**config.mk**
```make
export PLATFORM = sky130hd
export DESIGN_NAME = dual_hilo_multiply_divide_unit_core
export DESIGN_NICKNAME = d
export VERILOG_FILES = /design/src/hdl/mdu_pkg.sv /design/src/hdl/mdu_ctrl.sv /design/src/hdl/mdu_dpath.sv /design/src/hdl/dual_hilo_multiply_divide_unit_core.sv
export SDC_FILE = /design/constraint.sdc
export NUM_CORES = 2
export LEC_CHECK = 0
export BUFFER_PORTS_ARGS = -buffer_cell sky130_fd_sc_hd__buf_4
export CAP_MARGIN = 20
export CORE_MARGIN = 1
export CORE_UTILIZATION = 55
export DETAILED_ROUTE_END_ITERATION = 6
export PLACE_DENSITY = 0.71
export SLEW_MARGIN = 40
export SYNTH_ARGS = -nofsm -noshare
export SYNTH_HDL_FRONTEND = slang
export SYNTH_SLANG_ARGS = --single-unit
```
**constraint.sdc**
```tcl
create_clock -name clk -period 10.4 [get_ports clk]
set_input_delay 2.08 -clock clk [delete_from_list [all_inputs] [get_ports clk]]
set_output_delay 2.08 -clock clk [all_outputs]
set_load 0.01 [all_outputs]
```
**src/hdl/mdu_pkg.sv**
```systemverilog
package mdu_pkg;

	localparam int unsigned WordWidth = 32;
	localparam int unsigned RegWidth  = 64;
	localparam int unsigned DivSteps  = 32;

	localparam logic [3:0] MODE_MADD   = 4'd0;
	localparam logic [3:0] MODE_MADDU  = 4'd1;
	localparam logic [3:0] MODE_MADD1  = 4'd2;
	localparam logic [3:0] MODE_MADDU1 = 4'd3;
	localparam logic [3:0] MODE_MULT1  = 4'd4;
	localparam logic [3:0] MODE_MULTU1 = 4'd5;
	localparam logic [3:0] MODE_DIV1   = 4'd6;
	localparam logic [3:0] MODE_DIVU1  = 4'd7;
	localparam logic [3:0] MODE_MFHI1  = 4'd8;
	localparam logic [3:0] MODE_MTHI1  = 4'd9;
	localparam logic [3:0] MODE_MFLO1  = 4'd10;
	localparam logic [3:0] MODE_MTLO1  = 4'd11;

	typedef enum logic [1:0] {
		ST_IDLE,
		ST_MUL,
		ST_DIV,
		ST_FIN
	} state_t;

	typedef struct packed {
		logic load;
		logic mul_en;
		logic div_step;
		logic commit;
	} cmd_t;

	typedef struct packed {
		logic div_last;
	} status_t;

	function automatic logic is_mul_mode(input logic [3:0] mode);
		return mode inside {MODE_MADD, MODE_MADDU, MODE_MADD1, MODE_MADDU1,
			MODE_MULT1, MODE_MULTU1};
	endfunction

	function automatic logic is_div_mode(input logic [3:0] mode);
		return mode inside {MODE_DIV1, MODE_DIVU1};
	endfunction

	function automatic logic [RegWidth-1:0] sext32(input logic [WordWidth-1:0] x);
		return {{(RegWidth-WordWidth){x[WordWidth-1]}}, x};
	endfunction

endpackage

```
**src/hdl/mdu_ctrl.sv**
```systemverilog
module mdu_ctrl
	import mdu_pkg::*;
(
	input  logic       clk,
	input  logic       arst_n,
	input  logic       in_valid,
	input  logic [3:0] in_mode,
	output logic       in_ready,
	input  logic       out_ready,
	output logic       out_valid,
	input  status_t    status,
	output cmd_t       cmd
);

	state_t state_q, state_d;
	logic   out_valid_q;

	always_ff @(posedge clk or negedge arst_n) begin
		if (!arst_n) begin
			state_q     <= ST_IDLE;
			out_valid_q <= 1'b0;
		end else begin
			state_q <= state_d;
			if (cmd.commit) begin
				out_valid_q <= 1'b1;
			end else if (out_ready) begin
				out_valid_q <= 1'b0;
			end
		end
	end

	always_comb begin
		state_d  = state_q;
		cmd      = '0;
		in_ready = 1'b0;
		case (state_q)
			ST_IDLE: begin
				in_ready = 1'b1;
				if (in_valid) begin
					cmd.load = 1'b1;
					if (is_mul_mode(in_mode)) begin
						state_d = ST_MUL;
					end else if (is_div_mode(in_mode)) begin
						state_d = ST_DIV;
					end else begin
						state_d = ST_FIN;
					end
				end
			end
			ST_MUL: begin
				cmd.mul_en = 1'b1;
				state_d    = ST_FIN;
			end
			ST_DIV: begin
				cmd.div_step = 1'b1;
				if (status.div_last) begin
					state_d = ST_FIN;
				end
			end
			ST_FIN: begin
				// The result register is free, or its transfer happens this cycle.
				if (!out_valid_q || out_ready) begin
					cmd.commit = 1'b1;
					state_d    = ST_IDLE;
				end
			end
			default: begin
				state_d = ST_IDLE;
			end
		endcase
	end

	assign out_valid = out_valid_q;

	a_commit_sets_valid: assert property (@(posedge clk) disable iff (!arst_n)
		cmd.commit |=> out_valid_q)
		else $error("result register not marked valid after commit");

	a_commit_no_overwrite: assert property (@(posedge clk) disable iff (!arst_n)
		cmd.commit |-> !(out_valid_q && !out_ready))
		else $error("commit overwrote a result that was not yet transferred");

	a_div_enter: assert property (@(posedge clk) disable iff (!arst_n)
		(in_valid && in_ready && is_div_mode(in_mode)) |=> state_q == ST_DIV)
		else $error("divide did not start iterating");

	a_div_exit: assert property (@(posedge clk) disable iff (!arst_n)
		(state_q == ST_DIV && status.div_last) |=> state_q == ST_FIN)
		else $error("divide did not finish after its last step");

endmodule

```
**src/hdl/mdu_dpath.sv**
```systemverilog
module mdu_dpath
	import mdu_pkg::*;
(
	input  logic                 clk,
	input  logic                 arst_n,
	input  cmd_t                 cmd,
	output status_t              status,
	input  logic [3:0]           mode,
	input  logic [RegWidth-1:0]  source_value,
	input  logic [WordWidth-1:0] second_value,
	input  logic [4:0]           dest_index,
	output logic                 write_enable,
	output logic [4:0]           write_index,
	output logic [RegWidth-1:0]  write_value,
	output logic                 divide_by_zero
);

	localparam int unsigned CntWidth = $clog2(DivSteps);

	// Architectural HI/LO pairs.
	logic [RegWidth-1:0] hi0_q, lo0_q, hi1_q, lo1_q;
	logic [RegWidth-1:0] hi0_d, lo0_d, hi1_d, lo1_d;

	// Operands captured at the input transfer.
	logic [3:0]           mode_q;
	logic [RegWidth-1:0]  rs_q;
	logic [WordWidth-1:0] rt_q;
	logic [4:0]           rd_q;

	logic [RegWidth-1:0] prod_q;

	logic [WordWidth-1:0] rem_q, quo_q, dvs_q;
	logic                 neg_a_q, neg_b_q;
	logic [CntWidth-1:0]  cnt_q;

	logic                 we_q, dz_q;
	logic [4:0]           widx_q;
	logic [RegWidth-1:0]  wval_q;

	logic                 we_d, dz_d;
	logic [4:0]           widx_d;
	logic [RegWidth-1:0]  wval_d;

	always_ff @(posedge clk or negedge arst_n) begin
		if (!arst_n) begin
			hi0_q <= '0;
			lo0_q <= '0;
			hi1_q <= '0;
			lo1_q <= '0;
		end else if (cmd.commit) begin
			hi0_q <= hi0_d;
			lo0_q <= lo0_d;
			hi1_q <= hi1_d;
			lo1_q <= lo1_d;
		end
	end

	// Restoring divide step: one quotient bit per cycle.
	logic [WordWidth:0]   div_trial, div_diff;
	logic                 div_bit;
	logic [WordWidth-1:0] div_rem_next;

	assign div_trial    = {rem_q, quo_q[WordWidth-1]};
	assign div_diff     = div_trial - {1'b0, dvs_q};
	assign div_bit      = ~div_diff[WordWidth];
	assign div_rem_next = div_bit ? div_diff[WordWidth-1:0] : div_trial[WordWidth-1:0];

	// Divider operands are loaded as magnitudes; signs are restored at the end.
	logic                 ld_signed, ld_neg_a, ld_neg_b;
	logic [WordWidth-1:0] ld_a;

	assign ld_signed = (mode == MODE_DIV1);
	assign ld_neg_a  = ld_signed & source_value[WordWidth-1];
	assign ld_neg_b  = ld_signed & second_value[WordWidth-1];
	assign ld_a      = source_value[WordWidth-1:0];

	always_ff @(posedge clk) begin
		if (cmd.load) begin
			mode_q  <= mode;
			rs_q    <= source_value;
			rt_q    <= second_value;
			rd_q    <= dest_index;
			neg_a_q <= ld_neg_a;
			neg_b_q <= ld_neg_b;
			rem_q   <= '0;
			quo_q   <= ld_neg_a ? (~ld_a + 1'b1) : ld_a;
			dvs_q   <= ld_neg_b ? (~second_value + 1'b1) : second_value;
		end else if (cmd.div_step) begin
			rem_q <= div_rem_next;
			quo_q <= {quo_q[WordWidth-2:0], div_bit};
		end
	end

	always_ff @(posedge clk or negedge arst_n) begin
		if (!arst_n) begin
			cnt_q <= '0;
		end else if (cmd.load) begin
			cnt_q <= '0;
		end else if (cmd.div_step) begin
			cnt_q <= cnt_q + 1'b1;
		end
	end

	assign status.div_last = (cnt_q == CntWidth'(DivSteps - 1));

	// 33x33 signed multiply covers both signed and unsigned operands.
	logic                        mul_signed;
	logic signed [WordWidth:0]   mul_a, mul_b;
	logic signed [2*WordWidth+1:0] mul_p;

	assign mul_signed = (mode_q == MODE_MADD) || (mode_q == MODE_MADD1) ||
		(mode_q == MODE_MULT1);
	assign mul_a = {mul_signed & rs_q[WordWidth-1], rs_q[WordWidth-1:0]};
	assign mul_b = {mul_signed & rt_q[WordWidth-1], rt_q};
	assign mul_p = mul_a * mul_b;

	always_ff @(posedge clk) begin
		if (cmd.mul_en) begin
			prod_q <= mul_p[RegWidth-1:0];
		end
	end

	logic                 pipe1;
	logic [RegWidth-1:0]  acc, sum;
	logic [WordWidth-1:0] q_res, r_res;

	assign pipe1 = (mode_q == MODE_MADD1) || (mode_q == MODE_MADDU1);
	assign acc   = pipe1 ? {hi1_q[WordWidth-1:0], lo1_q[WordWidth-1:0]}
	                     : {hi0_q[WordWidth-1:0], lo0_q[WordWidth-1:0]};
	assign sum   = acc + prod_q;
	assign q_res = (neg_a_q ^ neg_b_q) ? (~quo_q + 1'b1) : quo_q;
	assign r_res = neg_a_q ? (~rem_q + 1'b1) : rem_q;

	always_comb begin
		hi0_d  = hi0_q;
		lo0_d  = lo0_q;
		hi1_d  = hi1_q;
		lo1_d  = lo1_q;
		we_d   = 1'b0;
		widx_d = '0;
		wval_d = '0;
		dz_d   = 1'b0;
		case (mode_q)
			MODE_MADD, MODE_MADDU: begin
				lo0_d = sext32(sum[WordWidth-1:0]);
				hi0_d = sext32(sum[RegWidth-1:WordWidth]);
				if (rd_q != '0) begin
					we_d   = 1'b1;
					widx_d = rd_q;
					wval_d = sext32(sum[WordWidth-1:0]);
				end
			end
			MODE_MADD1, MODE_MADDU1: begin
				lo1_d = sext32(sum[WordWidth-1:0]);
				hi1_d = sext32(sum[RegWidth-1:WordWidth]);
				if (rd_q != '0) begin
					we_d   = 1'b1;
					widx_d = rd_q;
					wval_d = sext32(sum[WordWidth-1:0]);
				end
			end
			MODE_MULT1, MODE_MULTU1: begin
				lo1_d = sext32(prod_q[WordWidth-1:0]);
				hi1_d = sext32(prod_q[RegWidth-1:WordWidth]);
				if (rd_q != '0) begin
					we_d   = 1'b1;
					widx_d = rd_q;
					wval_d = sext32(prod_q[WordWidth-1:0]);
				end
			end
			MODE_DIV1, MODE_DIVU1: begin
				if (rt_q == '0) begin
					dz_d = 1'b1;
				end else begin
					lo1_d = sext32(q_res);
					hi1_d = sext32(r_res);
				end
			end
			MODE_MFHI1: begin
				we_d   = 1'b1;
				widx_d = rd_q;
				wval_d = hi1_q;
			end
			MODE_MTHI1: begin
				hi1_d = rs_q;
			end
			MODE_MFLO1: begin
				we_d   = 1'b1;
				widx_d = rd_q;
				wval_d = lo1_q;
			end
			MODE_MTLO1: begin
				lo1_d = rs_q;
			end
			default: begin
			end
		endcase
	end

	always_ff @(posedge clk) begin
		if (cmd.commit) begin
			we_q   <= we_d;
			widx_q <= widx_d;
			wval_q <= wval_d;
			dz_q   <= dz_d;
		end
	end

	assign write_enable   = we_q;
	assign write_index    = widx_q;
	assign write_value    = wval_q;
	assign divide_by_zero = dz_q;

endmodule

```
**src/hdl/dual_hilo_multiply_divide_unit_core.sv**
```systemverilog
// Dual HI/LO multiply-divide unit with two accumulator pipes.
// Input channel: in_valid/in_ready carrying mode, source_value, second_value
// and dest_index. Output channel: out_valid/out_ready carrying write_enable,
// write_index, write_value and divide_by_zero. Every input transfer yields
// exactly one result transfer, in order.
// Path from input transfer to result valid: for multiply and
// multiply-add, a registered 33x33 multiplier, then accumulate and commit;
// for divide, 32 restoring steps of one quotient bit each, then sign fix
// and commit; for moves and unused modes, commit alone. One item is
// in the datapath at a time and the next transfer is taken the cycle after
// the commit, so a new item waits until the last one commits; the divide
// iteration loop makes divide the slowest mode.
// The result sits in an output register, so a new item is taken while the
// previous result still waits. If the receiver stalls, the finished item
// holds in its final step until the output register frees up.
// Reset clears HI0/LO0/HI1/LO1 to zero, empties the output register and
// returns the controller to idle.
module dual_hilo_multiply_divide_unit_core
	import mdu_pkg::*;
(
	input  logic                 clk,
	input  logic                 arst_n,
	input  logic                 in_valid,
	output logic                 in_ready,
	input  logic [3:0]           mode,
	input  logic [RegWidth-1:0]  source_value,
	input  logic [WordWidth-1:0] second_value,
	input  logic [4:0]           dest_index,
	output logic                 out_valid,
	input  logic                 out_ready,
	output logic                 write_enable,
	output logic [4:0]           write_index,
	output logic [RegWidth-1:0]  write_value,
	output logic                 divide_by_zero
);

	cmd_t    cmd;
	status_t status;

	mdu_ctrl u_ctrl (
		.clk       (clk),
		.arst_n    (arst_n),
		.in_valid  (in_valid),
		.in_mode   (mode),
		.in_ready  (in_ready),
		.out_ready (out_ready),
		.out_valid (out_valid),
		.status    (status),
		.cmd       (cmd)
	);

	mdu_dpath u_dpath (
		.clk            (clk),
		.arst_n         (arst_n),
		.cmd            (cmd),
		.status         (status),
		.mode           (mode),
		.source_value   (source_value),
		.second_value   (second_value),
		.dest_index     (dest_index),
		.write_enable   (write_enable),
		.write_index    (write_index),
		.write_value    (write_value),
		.divide_by_zero (divide_by_zero)
	);

endmodule
```
### Yosys cells after proc, flatten, opt, wreduce, memory -nomap -nowiden

Index checks and enable logic that the tools add are counted.

| word-level totals | value |
|---|---|
| register bits after elaboration | 538 |
| input port bits | 109 |
| output and inout bits | 73 |
| word-level logic and storage cells | 129 |

| cells by class | value |
|---|---|
| add/subtract/negate cells | 7 |
| multipliers | 1 |
| equal/unequal tests | 26 |
| muxes and demuxes | 37 |
| bitwise logic cells | 10 |
| reductions and logical operators | 27 |

Operators with widths:

| operator | number |
|---|---|
| one-hot mux 64 bit (4 select lines) | 3 |
| two-way mux 64 bit | 5 |
| two-way mux 32 bit | 7 |
| adder 32 x 1 -> 32 bit (second input constant) | 4 |
| NOT 32 bit | 4 |
| adder 64 bit | 1 |
| multiplier 33 x 33 -> 64 bit | 1 |
| subtractor 33 x 32 -> 33 bit | 1 |
| equality test 4 x 3 -> 1 bit (second input constant) | 8 |
| zero test 32 bit | 1 |
| equality test 4 x 2 -> 1 bit (second input constant) | 4 |
| equality test 4 bit (second input constant) | 4 |
| two-way mux 5 bit | 3 |
| two-way mux 1 bit | 12 |
| one-hot mux 5 bit (2 select lines) | 1 |
| OR reduction 2 bit | 5 |
| AND reduction 3 bit | 3 |
| equality test 4 x 1 -> 1 bit (second input constant) | 2 |
| zero test 4 bit | 2 |
| two-way mux 2 bit | 4 |
| one-hot mux 2 bit (4 select lines) | 1 |
| nonzero test 4 bit | 2 |
| != test 2 bit (second input constant) | 3 |
| nonzero test 2 bit | 3 |
| 17 further kinds | 24 |

### Longest topological paths before layout

| depth | value |
|---|---|
| depth after elaboration | 6 |
| depth in mapped cells | 33 |
| mapped depth without buffers | 30 |

### Cells and area by module

A second synthesis with hierarchy kept.

| second synthesis, totals | value |
|---|---|
| cell total of the unflattened synthesis | 7193 |
| area, all modules | 68107.8 um^2 |

By module, submodules not included:

| module | instances | cells each | area an instance (um^2) | sequential area each (um^2) |
|---|---|---|---|---|
| mdu_dpath | 1 | 7168 | 67833.8 | 14729.1 |
| mdu_ctrl | 1 | 25 | 274.0 | 75.1 |

### Least setup slack after synthesis

OpenSTA, ideal clock, no wires.

| timing | value |
|---|---|
| path kind | register to register |
| start | register u_dpath.mode_q[1] |
| end | register u_dpath.prod_q[62] (data pin) |
| setup time | 0.259 ns |
| arrival time | 8.117 ns |
| data required time | 10.141 ns |
| path slack | 2.025 ns |
| stages on the path, launching flop included | 31 |
| path buffers | 2 |
| period minus slack after synthesis | 8.375 ns |
| cells stage by stage | edfxtp_1 -> clkbuf_1 -> a21oi_1 -> nor2b_1 -> and2_1 -> clkbuf_1 -> nand2_1 -> inv_1 -> fa_1 -> fa_1 -> fa_1 -> inv_1 -> fa_1 -> inv_1 -> fa_1 -> fa_1 -> inv_1 -> fa_1 -> inv_1 -> fa_1 -> ha_1 -> a21oi_1 -> o21bai_1 -> a21oi_1 -> nor2_1 -> o21ai_0 -> nand2_1 -> nand2_1 -> o21ai_0 -> o41a_1 -> xor2_1 |

| on the way | value |
|---|---|
| word-level cells in the longest chain between the ends | 5 |
| elaborated cells on any way between the ends | 8 |
| those cells by class | mul (1); eq/ne (2); bitwise (2); reduce/logical (3) |

RTL lines:

| what | RTL line | source |
|---|---|---|
| start, declared | mdu_dpath.sv:25 | `logic [3:0] mode_q;` |
| start signal, assigned | mdu_dpath.sv:79 | `mode_q <= mode;` |
| equality test 4 x 2 -> 1 bit / zero test 4 bit (equally long branches) | mdu_dpath.sv:111 | `assign mul_signed = (mode_q == MODE_MADD) \|\| (mode_q == MODE_MADD1) \|\|` |
| logical OR 1 bit | mdu_dpath.sv:111 |  |
| logical OR 1 bit * | mdu_dpath.sv:111 |  |
| AND 1 bit, on equally long branches | mdu_dpath.sv:113, mdu_dpath.sv:114 |  |
| multiplier 33 x 33 -> 64 bit * | mdu_dpath.sv:115 | `assign mul_p = mul_a * mul_b;` |
| net u_dpath.mul_p[62] | mdu_dpath.sv:109 | `logic signed [2*WordWidth+1:0] mul_p;` |
| end signal, assigned | mdu_dpath.sv:119 | `prod_q <= mul_p[RegWidth-1:0];` |
| end, declared | mdu_dpath.sv:30 | `logic [RegWidth-1:0] prod_q;` |

The timed path passes the listed nets; every way through them passes the cells marked *.
A chain may end at the register's enable or synchronous reset.

### Worst setup path in the final report

| timing | value |
|---|---|
| start | register u_dpath.mode_q[2] |
| end | register u_dpath.prod_q[58] (data pin) |

Same word-level chain as after synthesis.

==> impl_results.rst <==
.. list-table::
   :header-rows: 1

   * - Metric
     - Value
   * - Worst setup slack before clock tree synthesis
     - 1170 ps
   * - Ys async rst share
     - between 30% and 40%
   * - Yosys warning total
     - 0
   * - Worst setup margin
     - 1080 ps
   * - Remaining number of nets flagged by the antenna check after routing
     - 0
   * - Count of pins over their slew limit
     - 0
   * - Type of destination of the critical path
     - register
   * - Post-route design area
     - between 70000 and 80000 µm²
   * - Mapped Area
     - about 68000 µm²
   * - Area of all sequential standard cells
     - around 15000 µm²
   * - EDFF count, synth
     - a little over 300
   * - R2r startpoint
     - u_dpath.mode_q[2]$_DFFE_PP_
   * - DRT iter0 DRCs
     - roughly 5300
   * - Status
     - complete, no violations
   * - Core Area
     - between 100000 and 150000 µm²
   * - Setup repair after global routing missed its margin
     - no
   * - Pin count of the biggest net entering global routing
     - between 80 and 90
   * - Worst min-delay path class
     - reg -> reg
   * - Crit Path Class
     - reg -> reg
   * - Number of max-cap violations
     - 0
   * - Instance count after placement with tap cells included
     - 8664
   * - Worst slew margin relative to its limit
     - between 30% and 40%
   * - Least-Margin Pin Slew
     - about 900 ps
   * - Number of remaining DRC errors
     - 0
   * - GRT Resource Usage Total
     - approximately a third
   * - Placed cell area
     - between 70000 and 80000 µm²
   * - Die Span X
     - 353 µm
   * - Maximum level of the CTS H-tree
     - 2
   * - Count of final hold-check violations
     - 0
   * - Sink count of the clock tree
     - between 500 and 600
   * - Cells resized by post-CTS repair
     - 0
   * - Total Neg Setup Slack
     - 0 ps
   * - Total setup violations reported at the end of the flow
     - 0
   * - Data required time of the worst path
     - between 10000 and 15000 ps
   * - Port Buffer Count
     - about 180
   * - Final weighted congestion of routability-driven global placement
     - roughly 1.0
   * - Final critical delay including setup and external delays
     - roughly 9300 ps
   * - Max Root-Sink Buffers
     - 3
   * - Clock tree from TritonCTS
     - done
   * - Worst-case clock skew
     - approximately 40 ps
   * - Net count of the finished layout
     - about 8700
   * - Clock network latency to the later pin of the worst-skew pair
     - around 670 ps
   * - Area used by multi-input combinational logic
     - roughly 47000 µm²
   * - Post-route insts no fill
     - 8770
   * - Number of buffers inserted by post-CTS setup repair
     - 0
   * - Overall overflow remaining after global route
     - 0
   * - Via count of the first global-routing pass
     - between 50000 and 60000
   * - Count of boundary I/O pins
     - ~180
   * - Via-to-Cell Ratio
     - about 6.0
   * - Launching instance or port of the critical path
     - u_dpath.mode_q[2]$_DFFE_PP_
   * - Post-synthesis net count
     - about 8700
   * - Count of TritonRoute iterations in the first routing pass
     - 6
   * - Global-route wire length before repair
     - roughly 330000 µm
   * - Fill cell count
     - just over 10000
   * - Post-DP HPWL
     - between 150000 and 200000 µm
   * - Clock slew at the register clock pins of the worst setup and hold paths
     - 70 ps
   * - Cells after synthesis
     - just over 7000
   * - Clock root buffer
     - clkbuf_16
   * - Die Y-Extent
     - 353 µm
   * - # rows
     - between 100 and 150
   * - Number of antenna violations at the first check in global routing
     - 10
   * - Capturing element of the worst setup path
     - u_dpath.prod_q[58]$_DFFE_PN_
   * - Clock buffer count from CTS
     - 52
   * - Largest fanout on the critical path
     - 11
   * - Layout-stage area growth over the synthesis result
     - 7.66%
   * - Hold path depth
     - 2
   * - Flip-flop and latch count after synthesis
     - roughly 540
   * - Peak clock frequency supported by timing
     - 107 MHz
   * - Share of the cycle needed by the critical path after routing
     - between 80% and 90%
   * - Initial Util
     - 55.5%
   * - Slack of the worst reg-to-reg path
     - around 1100 ps
   * - Most frequently used flop master after synthesis
     - edfxtp_1
   * - Die Area
     - around 120000 µm²
   * - Number of vias after detailed routing
     - approximately 53000
   * - Number of distinct standard cells referenced by the synthesized netlist
     - 77
   * - Startpoint kind of the worst setup timing path
     - register
   * - Cell count of the worst reg-to-reg path
     - 26
   * - Endpoint of the most critical register-to-register path
     - u_dpath.prod_q[58]$_DFFE_PN_
   * - Hold_buf cts
     - 0
   * - Routed WL per cell
     - about 24 µm
   * - Share of post-route cells with drive strength above 1
     - 8.46%
   * - Detailed Route WL
     - between 200000 and 250000 µm
   * - Data arrival time at the worst-slack endpoint
     - between 9000 and 10000 ps
   * - Synth Area per Inst
     - 9.50 µm²
   * - Register area share after synthesis
     - a little over a fifth
[layout by cell type (no fill, tap or decap), types with 40 or more instances in the layout]
cell,netlist,final
clkbuf_16,0,54
inv_1,1188,1185
a31oi_1,60,60
buf_4,0,322
edfxtp_1,305,305
a21o_1,75,75
a22oi_1,71,71
ha_1,317,316
xor2_1,120,119
and2_1,360,360
fa_1,1127,1126
nor2_1,295,287
o21ai_0,270,270
mux2_2,107,107
dfrtp_1,200,200
nand2_1,1049,1047
nor3_1,41,41
a21oi_1,300,299
xnor2_1,170,169
and3_1,42,40
[kinds of logic after synthesis]
group,count (synthesis),share of synthesized area (%)
muxes,131,2.14
buffers and inverters,1611,8.98
xor gates and xnor gates,290,3.75
adders and majority gates,1444,39.2
AOI/OAI and AO/OA,1112,10.6
DFF,537,21.9
and+or+nand+nor,1994,13.4
[cell usage after synthesis, drive strengths merged, types with 10 or more instances]
cell type / count / area share (%)
a211oi: 37 / 0.41
a21o: 75 / 0.83
a21oi: 301 / 2.2
a221o: 39 / 0.58
a221oi: 37 / 0.48
a222oi: 20 / 0.30
a22oi: 71 / 0.79
a31oi: 61 / 0.59
and2: 361 / 3.3
and3: 42 / 0.39
buf: 19 / 0.14
clkbuf: 404 / 2.2
dfrtp: 200 / 7.4
dfxtp: 32 / 0.95
edfxtp: 305 / 14
fa: 1127 / 33
ha: 317 / 5.9
inv: 1188 / 6.6
mux2: 107 / 1.8
mux2i: 24 / 0.36
nand2: 1050 / 5.8
nand2b: 19 / 0.18
nand3: 39 / 0.29
nand4: 25 / 0.23
nor2: 295 / 1.6
nor2b: 27 / 0.25
nor3: 41 / 0.30
nor4: 30 / 0.28
o211ai: 19 / 0.21
o21a: 25 / 0.28
o21ai: 270 / 2.0
o21bai: 34 / 0.38
o22ai: 10 / 0.092
o31ai: 21 / 0.25
o41ai: 12 / 0.16
or2: 15 / 0.14
or3: 14 / 0.13
or4: 15 / 0.18
xnor2: 170 / 2.2
xor2: 120 / 1.6
[layout make-up]
cell class                 count  share of cell area, %
inverter                    1188                   6.13
multi-input combinational   4971                   64.4
clock inverter                32                  0.606
clock buffer                  65                   2.00
timing repair buffer         348                   3.75
antenna                        4                 0.0137
sequential                   537                   20.3
tap                         1625                   2.79
[how the worst min path moves through the flow]
stage                                             start                             to  slack, ps
after floorplan            u_dpath.hi0_q[0]$_DFFE_PN0P_   u_dpath.hi0_q[0]$_DFFE_PN0P_        440
after global placement    u_dpath.hi0_q[24]$_DFFE_PN0P_  u_dpath.hi0_q[24]$_DFFE_PN0P_        460
after detailed placement   u_dpath.hi0_q[5]$_DFFE_PN0P_   u_dpath.hi0_q[5]$_DFFE_PN0P_        470
after CTS                 u_dpath.hi0_q[10]$_DFFE_PN0P_  u_dpath.hi0_q[10]$_DFFE_PN0P_        480
after global routing       u_dpath.hi0_q[5]$_DFFE_PN0P_   u_dpath.hi0_q[5]$_DFFE_PN0P_        490
final                     u_dpath.hi0_q[10]$_DFFE_PN0P_  u_dpath.hi0_q[10]$_DFFE_PN0P_        480
[registers in the layout (all words and copies together) (netlist names), 2 cells and up]
name                 cells
u_dpath.write_index      5
u_dpath.rs_q            64
u_dpath.prod_q          64
u_ctrl.state_q           2
u_dpath.mode_q           4
u_dpath.quo_q           32
u_dpath.lo1_q           64
u_dpath.cnt_q            5
u_dpath.lo0_q           32
u_dpath.rt_q            31
u_dpath.rem_q           32
u_dpath.hi0_q           32
u_dpath.write_value     64
u_dpath.hi1_q           64
u_dpath.dvs_q           32
u_dpath.rd_q             5
[stage by stage]
stage	utilization, %	hold slack [ps]
final	59.8	481
after global routing	59.8	495
after CTS	59.7	482
after detailed placement	58.2	466
after global placement	58.0	457
after floorplan	-	444
[worst max-delay path: stages, from the launching register on]
cell and delay (ps):
edfxtp_1 490, a21oi_1 210, nor2b_2 390, and2_1 570, nand2_1 170, inv_1 170, fa_1 490, fa_1 630
fa_1 510, inv_1 430, fa_1 530, fa_1 510, fa_1 570, fa_1 430, fa_1 490, inv_1 40
ha_1 360, a21o_1 210, a221o_1 350, nor2_1 170, o211ai_1 110, a22oi_1 340, a21oi_1 150, o21ai_0 190
nand2b_1 120, a311oi_1 310, xnor2_1 110
[routing by layer]
layer	routed length (µm)	share of wire (%)	vias up	GRT usage, %
li1	-	-	22622	-
met1	85900	41	26771	48.5
met2	95900	45	2758	53.7
met3	22000	10	382	6.14
met4	7990	3.8	6	11.7
met5	40	0.019	-	0
Power is left out: the tool's default activity adds up to more than one toggle a clock period on the data nets, which glitch-free logic cannot reach.
